===== src/rtl/fdl_pkg.sv =====
// Shared types and constants of the feedback delay line.
package fdl_pkg;

    localparam int DELAY_W    = 25;
    localparam int FB_W       = 16;
    localparam int WET_W      = 17;
    localparam int CFG_IDX_W  = 2;
    localparam int CFG_DATA_W = 25;
    localparam int GAIN_FRAC  = 16;

    localparam logic [CFG_IDX_W-1:0] REG_DELAY    = 2'd0;
    localparam logic [CFG_IDX_W-1:0] REG_FEEDBACK = 2'd1;
    localparam logic [CFG_IDX_W-1:0] REG_WET      = 2'd2;

    localparam logic [DELAY_W-1:0] DELAY_RESET  = 25'd6144000;
    localparam logic [FB_W-1:0]    FEEDBACK_MAX = 16'd62259;
    localparam logic [WET_W-1:0]   WET_ONE      = 17'd65536;
    localparam logic [WET_W-1:0]   BYPASS_LIMIT = 17'd65;

    typedef enum logic [3:0] {
        ST_IDLE,
        ST_ADDR,
        ST_RD1,
        ST_RD2,
        ST_DIFF,
        ST_MULI,
        ST_SUMI,
        ST_MULF,
        ST_WRITE,
        ST_DONE
    } fdl_state_t;

    typedef enum logic [1:0] {
        WRAP_IDLE,
        WRAP_QUOT,
        WRAP_REM
    } wrap_step_t;

endpackage


===== src/rtl/fdl_delay_wrap.sv =====
// Delay reduction: delay modulo the store length in fractional units, by reciprocal multiply.
module fdl_delay_wrap
    import fdl_pkg::*;
#(
    parameter int DEPTH     = 131072,
    parameter int FRAC_BITS = 8
) (
    input  logic                                  aclk,
    input  logic                                  aresetn,
    input  logic                                  start,
    input  logic [DELAY_W-1:0]                    value,
    output logic                                  busy,
    output logic [$clog2(DEPTH)+FRAC_BITS-1:0]    rem
);

    localparam int     AW      = $clog2(DEPTH);
    localparam int     ROUT_W  = AW + FRAC_BITS;
    localparam int     EXT_W   = (ROUT_W > DELAY_W) ? ROUT_W : DELAY_W;
    localparam int     SHIFT   = DELAY_W + ROUT_W;
    localparam int     RECIP_W = DELAY_W + 2;
    localparam int     PROD_W  = DELAY_W + RECIP_W;
    localparam longint TOTAL   = longint'(DEPTH) << FRAC_BITS;
    // ceil(2^SHIFT / TOTAL) gives the exact quotient for every delay value
    localparam logic [RECIP_W-1:0] RECIP =
        RECIP_W'(((longint'(1) << SHIFT) + TOTAL - 1) / TOTAL);
    localparam logic [DELAY_W-1:0] TOTAL_LOW = DELAY_W'(TOTAL);

    wrap_step_t         step_reg, step_next;
    logic [DELAY_W-1:0] value_reg;
    logic [DELAY_W-1:0] quot_reg;
    logic [DELAY_W-1:0] rem_reg;
    logic [PROD_W-1:0]  prod;
    logic [EXT_W-1:0]   rem_ext;

    assign prod    = PROD_W'(value_reg) * PROD_W'(RECIP);
    assign rem_ext = EXT_W'(rem_reg);
    assign rem     = rem_ext[ROUT_W-1:0];
    assign busy    = (step_reg != WRAP_IDLE);

    always_comb begin
        case (step_reg)
            WRAP_QUOT: step_next = WRAP_REM;
            WRAP_REM:  step_next = WRAP_IDLE;
            default:   step_next = WRAP_IDLE;
        endcase
        // restart on a new delay value
        if (start) begin
            step_next = WRAP_QUOT;
        end
    end

    always_ff @(posedge aclk) begin
        if (!aresetn) begin
            step_reg <= WRAP_QUOT;
        end else begin
            step_reg <= step_next;
        end
    end

    always_ff @(posedge aclk) begin
        if (!aresetn) begin
            value_reg <= DELAY_RESET;
        end else if (start) begin
            value_reg <= value;
        end
    end

    // Quotient first, then subtract its multiple of the store length
    always_ff @(posedge aclk) begin
        if (step_reg == WRAP_QUOT) begin
            quot_reg <= DELAY_W'(prod >> SHIFT);
        end
        if (step_reg == WRAP_REM) begin
            rem_reg <= value_reg - quot_reg * TOTAL_LOW;
        end
    end

endmodule


===== config.mk =====
export PLATFORM = sky130hd
export DESIGN_NAME = fdl_delay_wrap
export DESIGN_NICKNAME = d
export VERILOG_FILES = /design/src/rtl/fdl_pkg.sv /design/src/rtl/fdl_delay_wrap.sv
export SDC_FILE = /design/constraint.sdc
export NUM_CORES = 1
export LEC_CHECK = 0
export ABC_AREA = 0
export BUFFER_PORTS_ARGS = -buffer_cell sky130_fd_sc_hd__buf_2
export CORE_MARGIN = 5
export CORE_UTILIZATION = 25
export DETAILED_ROUTE_END_ITERATION = 10
export GPL_TIMING_DRIVEN = 0
export PLACE_DENSITY = 0.53
export SYNTH_ARGS = -nofsm -noshare
export SYNTH_HDL_FRONTEND = slang
export SYNTH_SLANG_ARGS = --single-unit

===== constraint.sdc =====
create_clock -name aclk -period 2.4 [get_ports aclk]
set_clock_uncertainty 0.2 [all_clocks]
set_input_delay 0.48 -clock aclk [delete_from_list [all_inputs] [get_ports aclk]]
set_output_delay 0.48 -clock aclk [all_outputs]
set_load 0.02 [all_outputs]

==> reports/results.ini, run 1 <==
[detailed_routing]
drc_errors=0
drt_wl_total_um=3318
dr.max_layer_used=met4
firstDrtPassIters=3
route.met3.wl_um=282
dr_wl_met2_um=1564
drtAntennaViolNets=0
vias=993
post_drt_via_cell_ratio=3.705
wl_met1_um=1438
drt-wirelength-per-cell_um=12.38
drt_first_iter_violations=28

[cells_and_area]
fin_cells=268
drive_gt1_share_pct=39.53
diodes=0
num-nets-final=199
synthToLayoutAreaGrowth_pct=29.18

[cts]
path_clk_slew_ps=90
cts_tree=built
cts_buffers=5
ctsHoldBuffers=0
clkSinkCount=52
cts_root_buffer=clkbuf_8
h-tree-depth=2
postCtsSetupBuffers=0
clockBufferDepth=2
clk_latency_ps=290
cts_resized=0

[worst_setup_path]
critical_path_arrival_ps=1070
endpoint_kind=output pin
reg2reg_setup_slack_ps=730
worstPathRequired_ps=1720
path_max_fanout=3
criticalPathCategory=flip-flop to output pin
cpPeakStageDelay_ps=330
crit_buf_inv=1
crit_chain=or2_2 -> buf_2
startpoint_type=flip-flop
slowest_stage=dfxtp_1
critPathTopFamily=flip-flops

[placed_design]
gp_congestion=0.6601
hpwl_um=2377
dp_cells=260
port_buffers=52

[global_routing]
grt_pass1_wl_um=5216
antenna_found_initial=0
overflow=0
first_global_vias=1079
grt_usage_pct=7.792
grt_max_degree=16

[yosys]
synth.distinct_cells=11
synth_area_leaders=edfxtp_1 (42%), dfxtp_1 (30%), mux2i_1 (14%)
yosysMostFrequentCell=dfxtp_1
ys_seq_elements=52
syn-num-nets=139
synth_area_um2=1775
synth_enable_flop_cells=25
synthFlopType=dfxtp_1
synth_xor_xnor_area_share_pct=0
synthTopCellsByCount=dfxtp_1 (27), edfxtp_1 (25), mux2i_1 (25)
synth-async-reset-ratio_pct=0
muxShareOfSynthArea_pct=14.09
synth-compound-area-share_pct=0
syn_avg_cell_area_um2=16.00
yosysSeqAreaShare_pct=72.73
synth_warnings=0
synthCells=111
yosys.area_share.simple_pct=9.725
synth_fa_ha_area_share_pct=0
yosys.area.top_type=edfxtp_1
yosysTopAreaCellShare_pct=42.28
synth_top_family_by_area=multiplexers

[power]
vdd_drop_max_mv=0.2200
powerDensity_nw_per_um2=728.8
p_leak_nw=0.9744
finalPower_w=0.001672

[floorplan]
die_h_um=94.27
coreArea_um2=6869
start_util_pct=25.85
ios=54
rows=30
die_x_um=94.27
dieArea_um2=8887

[sta]
holdWs_ps=197.0
tightest_slew_ps=716.7
setup_viol=0
fmax_ghz=0.5716
final_max_slew_viol_count=0
period_needed_ps=1749
hold_viol_final=0
rsz0062_at_grt=no
period_share_pct=72.89
slew_headroom_pct=52.00

[run_status]
status=finished clean

[job]
cap_violations=0

[worst_hold_path]
min_path_type=input port to flip-flop

-- report_power, final --
group / total, W / switching, W / internal, W / leakage, nW
Sequential: 0.000975 / 0.0000136 / 0.000961 / 0.461
Clock: 0.000583 / 0.000273 / 0.000310 / 0.0552
Combinational: 0.000114 / 0.0000522 / 0.0000615 / 0.458
-- final timing paths --
check / depth (start not counted) / to / from
max: 2 / busy / step_reg[0]
min: 3 / value_reg[20] / value[20]
max reg2reg: 2 / rem[14] / step_reg[1]
min reg2reg: 0 / rem[18] / value_reg[18]
-- cell type report --
type,instances,area [um2]
Multi-Input combinational cell,54,425.4
Buffer,5,61.31
Sequential cell,52,1291
Tap cell,96,120.1
Fill cell,695,4576
Clock buffer,6,72.57
Timing Repair Buffer,53,287.8
Clock inverter,2,35.03
-- routing by layer --
metal  track usage, %  vias up
met4            3.249        0
met1            8.728      449
met2            13.06       39
li1                 -      501
met3            3.125        4
met5                0        -
-- cells by family (layout without fill, tap and decap cells) --
group                  Yosys count  count (layout)
buffers and inverters            5              66
DFF                             52              52
muxes                           25              25
and+or+nand+nor                 29              29
-- metrics by stage --
stage                     cell area (um2)  util, %  worst slack [ps]  setup TNS (ps)
after global placement               2156    31.38            -446.0          -11120
after floorplan                      1775        -             306.5               0
final                                2293    33.39             650.6               0
after detailed placement             2186    31.82             674.0               0
after global routing                 2293    33.39             608.1               0
after CTS                            2293    33.39             626.8               0
-- tightest hold or removal path: cells and delay by family --
family,cells,cell delay (ps)
buffers and inverters,1,80
and+or+nand+nor,1,60
muxes,1,50
-- layout by cell type (no fill, tap or decap), types with 2 or more instances in the layout --
master / Yosys / final
nor2b_1: 19 / 18
dfxtp_1: 27 / 27
buf_12: 2 / 2
mux2i_1: 25 / 25
nand2_1: 7 / 7
buf_2: 2 / 54
edfxtp_1: 25 / 25
clkbuf_8: 0 / 5
(Power assumes the default switching activity.)
==> run 2, diff against run 1 <==
--- a/config.mk
+++ b/config.mk
@@ -11,7 +11,7 @@
 export CORE_UTILIZATION = 25
 export DETAILED_ROUTE_END_ITERATION = 10
 export GPL_TIMING_DRIVEN = 0
-export PLACE_DENSITY = 0.53
+export PLACE_DENSITY = 0.54
 export SYNTH_ARGS = -nofsm -noshare
 export SYNTH_HDL_FRONTEND = slang
 export SYNTH_SLANG_ARGS = --single-unit
==> constraint.sdc (replaced) <==
create_clock -name aclk -period 1.4 [get_ports aclk]
set_clock_uncertainty 0.2 [all_clocks]
set_input_delay 0.28 -clock aclk [delete_from_list [all_inputs] [get_ports aclk]]
set_output_delay 0.28 -clock aclk [all_outputs]
set_load 0.02 [all_outputs]
==> run 2 against run 1 <==
Against the previous run:
- the flow now finishes with violations (negative setup slack)
- die area stayed put
- power rose by 64%
- combinational power up 96%
==> reports/results.ini, run 2 (synthesis results as in run 1) <==
[sta]
worst_slack_ps=-101.8  ; -752.4 ps
setup_viol=1  ; +1
final_max_slew_viol_count=0  ; unchanged
slew_headroom_pct=75.05  ; +23 points
period_share_pct=107.3
period_needed_ps=1502
holdWs_ps=10.24  ; -186.8 ps
fmax_ghz=0.6659
hold_viol_final=0  ; unchanged
tightest_slew_ps=373.4  ; -343.4 ps
rsz0062_at_grt=yes

[cells_and_area]
synthToLayoutAreaGrowth_pct=34.32
diodes=0  ; unchanged
layout_commonest_cell=buf_2
final_cell_mix=buf_2 (53), mux2i_1 (25), edfxtp_1 (25), dfxtp_1 (25), nor2b_1 (18)
drive_gt1_share_pct=40.66  ; +1.1 points
num-nets-final=209  ; +5.0%
fillers=686  ; -1.3%

[worst_setup_path]
startpoint_type=flip-flop
criticalPathCategory=flip-flop to output pin
endpoint_kind=output pin
path_max_fanout=3  ; unchanged
worstSetupEndpoint=busy
critical_path_arrival_ps=1020  ; -50 ps
slowest_stage=dfxtp_4
reg2reg_from=step_reg[1]
r2r-end=rem[17]
crit_chain=or2_4 -> buf_6
worstPathRequired_ps=920  ; -800 ps
cpPeakStageDelay_ps=350  ; +20 ps
ff2ff_path_depth=2  ; unchanged
cp-startpoint=step_reg[1]
reg2reg_setup_slack_ps=30  ; -700 ps

[worst_hold_path]
holdPathStages=3  ; unchanged
min_path_type=input port to flip-flop

[detailed_routing]
drt-wirelength-per-cell_um=12.48  ; +0.79%
drtAntennaViolNets=0  ; unchanged
firstDrtPassIters=2  ; -1
drt_wl_total_um=3469  ; +4.6%
post_drt_via_cell_ratio=3.791  ; +2.3%
drt_first_iter_violations=30  ; +7.1%
vias=1054  ; +6.1%
drc_errors=0  ; unchanged

[cts]
clockBufferDepth=2  ; unchanged
clkSinkCount=52  ; unchanged
path_clk_slew_ps=100  ; about the same
cts_root_buffer=clkbuf_8
h-tree-depth=2  ; unchanged
clk_latency_ps=300  ; about the same
cts_buffers=5  ; unchanged
cts_tree=built

[floorplan]
ios=54  ; unchanged
die_h_um=94.27  ; unchanged
rows=30  ; unchanged
dieArea_um2=8887  ; unchanged
start_util_pct=25.85  ; unchanged
coreArea_um2=6869  ; unchanged
die_x_um=94.27  ; unchanged

[run_status]
failed_checks=negative setup slack
status=finished, violations left

[job]
cap_violations=0  ; unchanged

[global_routing]
grt_max_degree=26  ; +10
first_global_vias=1038  ; -3.8%
grt_usage_pct=7.740  ; -0.052 points
grt_pass1_wl_um=5092  ; -2.4%
antenna_found_initial=0  ; unchanged
overflow=0  ; unchanged

[placed_design]
port_buffers=52  ; unchanged
dp_slack_ps=-196.1  ; -870.1 ps
hpwl_um=2260  ; -4.9%
gp_congestion=0.6450  ; -2.3%

[power]
p_leak_nw=1.006  ; +3.3%
powerDensity_nw_per_um2=1150  ; +58%
vdd_drop_max_mv=0.4157  ; +89%
finalPower_w=0.002743  ; +64%

## run 2: changes by cell type in the layout (fill, tap and decap cells not counted), sizes merged
cell | before | now
dlygate4sd3 | 0 | 6
buf | 58 | 61
bufinv | 1 | 0
clkinvlp | 0 | 1
nor2b | 19 | 20
## run 2: stage by stage
step | instance area, um2 | utilization [%] | std cells | TNS (ps)
floorplan | 1783 | - | 111 | 0
global placement | 2163 | 31.49 | 259 | -5167
detailed placement | 2163 | 31.49 | 259 | -4868
CTS | 2323 | 33.83 | 273 | -5152
global route | 2385 | 34.72 | 278 | -314.4
finish | 2385 | 34.72 | 278 | -101.8
## run 2: how the worst min path moves through the flow
stage,start,slack (ps),end
final,value[15],10,value_reg[15]
after global routing,value[15],0.8,value_reg[15]
after global placement,value_reg[14],210,rem[14]
after detailed placement,value_reg[12],210,rem[12]
after floorplan,aresetn,150,step_reg[0]
after CTS,value[15],0.6,value_reg[15]
## run 2: power breakdown
part	internal, W	total, W	leakage, nW	switching [W]
Sequential	0.00165	0.00167	0.462	0.0000231
Combinational	0.000126	0.000223	0.503	0.0000967
Clock	0.000357	0.000850	0.0414	0.000494
## run 2: per-layer routing
metal	wire length, um	share of wire (%)	vias to the layer above	global-route usage (%)
li1	-	-	526	-
met1	1643	47	478	9.375
met2	1498	43	42	11.88
met3	270	7.8	8	3.205
met4	56	1.6	0	3.610
met5	0	0	-	0
## run 2: worst max-delay path, delay by kind of cell (launching register included)
kind | cells | cell delay (ps)
simple gates | 1 | 240
buf+inv | 1 | 130
flops | 1 | 350
## run 2: layout make-up
type	count	area, um2	share of cell area, %
Multi-Input combinational cell	55	446.7	18.73
Clock buffer	6	72.57	3.043
Buffer	5	61.31	2.571
Clock inverter	2	16.27	0.6821
Timing Repair Buffer	62	369.1	15.48
Tap cell	96	120.1	5.037
Sequential cell	52	1299	54.46
## run 2: what timing repair did
| action | CTS | global route |
|---|---|---|
| pin swaps | 1 | 0 |
| gates cloned | 0 | 1 |
| setup buffers | 0 | 4 |
| hold buffers | 6 | 0 |
| hold endpoints to repair | 6 | 0 |
| resized for setup | 5 | 3 |
| endpoints found under the setup margin | 26 | 26 |
==> run 3, diff against run 2 <==
--- a/config.mk
+++ b/config.mk
@@ -11,6 +11,7 @@
 export CORE_UTILIZATION = 25
 export DETAILED_ROUTE_END_ITERATION = 10
 export GPL_TIMING_DRIVEN = 0
+export MAX_ROUTING_LAYER = met4
 export PLACE_DENSITY = 0.54
 export SYNTH_ARGS = -nofsm -noshare
 export SYNTH_HDL_FRONTEND = slang
==> run 3 against run 2 <==
Against the previous run:
- the flow still finishes with violations (negative setup slack)
- routed wire length increased by 0.17%
- non-clock buffer count unchanged
- worst setup slack about the same
- global-route usage up 0.21 points
- critical path depth unchanged
- sequential cell count did not move
- sequential share of layout area stayed put
- core utilization stayed put
- critical endpoint unchanged
- highest routed layer unchanged
==> reports/results.ini, run 3 (synthesis results as in run 1) <==
[power]
p_int_w=0.002129  ; about the same
vdd_drop_max_mv=0.4164  ; +0.16%
p_clk_share_pct=31.1  ; about the same
p_sw_w=0.0006157  ; +0.40%
p_seq_share_pct=60.8  ; about the same
comb_power_share_pct=8.1  ; about the same
sw_frac_of_total_pct=22.43  ; +0.069 points
finalPower_w=0.002745  ; about the same
p_leak_nw=1.006  ; unchanged
powerDensity_nw_per_um2=1151  ; about the same

[global_routing]
antenna_found_initial=0  ; unchanged
first_global_vias=1037  ; -0.096%
overflow=0  ; unchanged
grt_usage_pct=7.949  ; +0.21 points
grt_max_degree=26  ; unchanged
grt_pass1_wl_um=5106  ; +0.27%

[worst_setup_path]
worstPathRequired_ps=920  ; about the same
startpoint_type=flip-flop
criticalPathCategory=flip-flop to output pin
path_max_fanout=3  ; unchanged
reg2reg_setup_slack_ps=40  ; about the same
endpoint_kind=output pin
critical_path_arrival_ps=1020  ; about the same

[floorplan]
rows=30  ; unchanged
dieArea_um2=8887  ; unchanged
die_h_um=94.27  ; unchanged
start_util_pct=25.85  ; unchanged
coreArea_um2=6869  ; unchanged
ios=54  ; unchanged
die_x_um=94.27  ; unchanged

[sta]
hold_viol_final=0  ; unchanged
final_max_slew_viol_count=0  ; unchanged
slew_headroom_pct=75.12  ; about the same
rsz0062_at_grt=yes
fmax_ghz=0.6658  ; about the same
setup_viol=1  ; unchanged
finalSetupTns_ps=-102.0  ; -0.2410 ps
holdWs_ps=11.15  ; +0.9088 ps
tightest_slew_ps=372.5  ; -0.9115 ps
period_share_pct=107.3  ; about the same
worst_slack_ps=-102.0  ; -0.2410 ps
period_needed_ps=1502  ; +0.2410 ps

[cts]
cts_tree=built
cts_root_buffer=clkbuf_8
clockBufferDepth=2  ; unchanged
h-tree-depth=2  ; unchanged
clkSinkCount=52  ; unchanged
clk_latency_ps=300  ; about the same
cts_buffers=5  ; unchanged
path_clk_slew_ps=100  ; about the same

[placed_design]
place_area_um2=2163  ; unchanged
gp_congestion=0.6506  ; +0.87%
hpwl_um=2260  ; unchanged
dp_slack_ps=-196.1  ; unchanged
port_buffers=52  ; unchanged

[cells_and_area]
drive_gt1_share_pct=40.66  ; unchanged
finalInstanceArea_um2=2385  ; unchanged
diodes=0  ; unchanged
synthToLayoutAreaGrowth_pct=34.32  ; unchanged
layout_commonest_cell=buf_2
final_cell_mix=buf_2 (53), mux2i_1 (25), edfxtp_1 (25), dfxtp_1 (25), nor2b_1 (18)
num-nets-final=209  ; unchanged

[job]
cap_violations=0  ; unchanged

[detailed_routing]
drtAntennaViolNets=0  ; unchanged
drt_wl_total_um=3475  ; +0.17%
post_drt_via_cell_ratio=3.773  ; -0.47%
drt-wirelength-per-cell_um=12.50  ; +0.17%
firstDrtPassIters=2  ; unchanged
drt_first_iter_violations=28  ; -6.7%
drc_errors=0  ; unchanged
vias=1049  ; -0.47%

[run_status]
status=finished, violations left
failed_checks=negative setup slack

[worst_hold_path]
min_path_type=input port to flip-flop

run 3: final cells by class:
class	count	area, um2
plain buffers	5	61.31
clock buffers	6	72.57
clock inverters	2	16.27
fillers	686	4484
multi-input cells	55	446.7
flip-flops and latches	52	1299
well taps	96	120.1
repair buffers	62	369.1
run 3: timing repair:
item | 4_1_cts | 5_1_grt
pin swaps | 1 | 0
setup buffers | 0 | 4
gates cloned | 0 | 1
endpoints found under the setup margin | 26 | 26
resized for setup | 5 | 3
hold buffers | 6 | 0
endpoints found under the hold margin | 6 | 0
run 3: stage by stage:
step                      util, %  instances
after global routing        34.72        278
after detailed placement    31.49        259
after CTS                   33.83        273
after global placement      31.49        259
after floorplan                 -        111
final                       34.72        278
run 3: power groups by stage:
stage	registers, W	logic, W	clock network (W)
2_1_floorplan	0.00171	0.000117	0
3_3_place_gp	0.00171	0.000194	0
3_5_place_dp	0.00171	0.000196	0
4_1_cts	0.00167	0.000213	0.000893
5_1_grt	0.00168	0.000246	0.000953
6_report	0.00167	0.000223	0.000853
run 3: final timing paths:
check,startpoint,end,cells past startpoint
worst min-delay path,value[15],value_reg[15],3
worst max-delay path,step_reg[1],busy,2
worst min register to register,step_reg[1],step_reg[1],1
worst max register to register,step_reg[1],rem[12],2
run 3: worst max-delay path: stages (launching register included):
cell     delay [ps]
dfxtp_4         350
or2_4           240
buf_6           130
run 3: routing by layer:
| metal | share of wire, % | track usage, % |
|---|---|---|
| met1 | 47 | 9.573 |
| met2 | 44 | 11.82 |
| met3 | 7.5 | 2.965 |
| met4 | 1.5 | 3.610 |
| met5 | 0 | - |
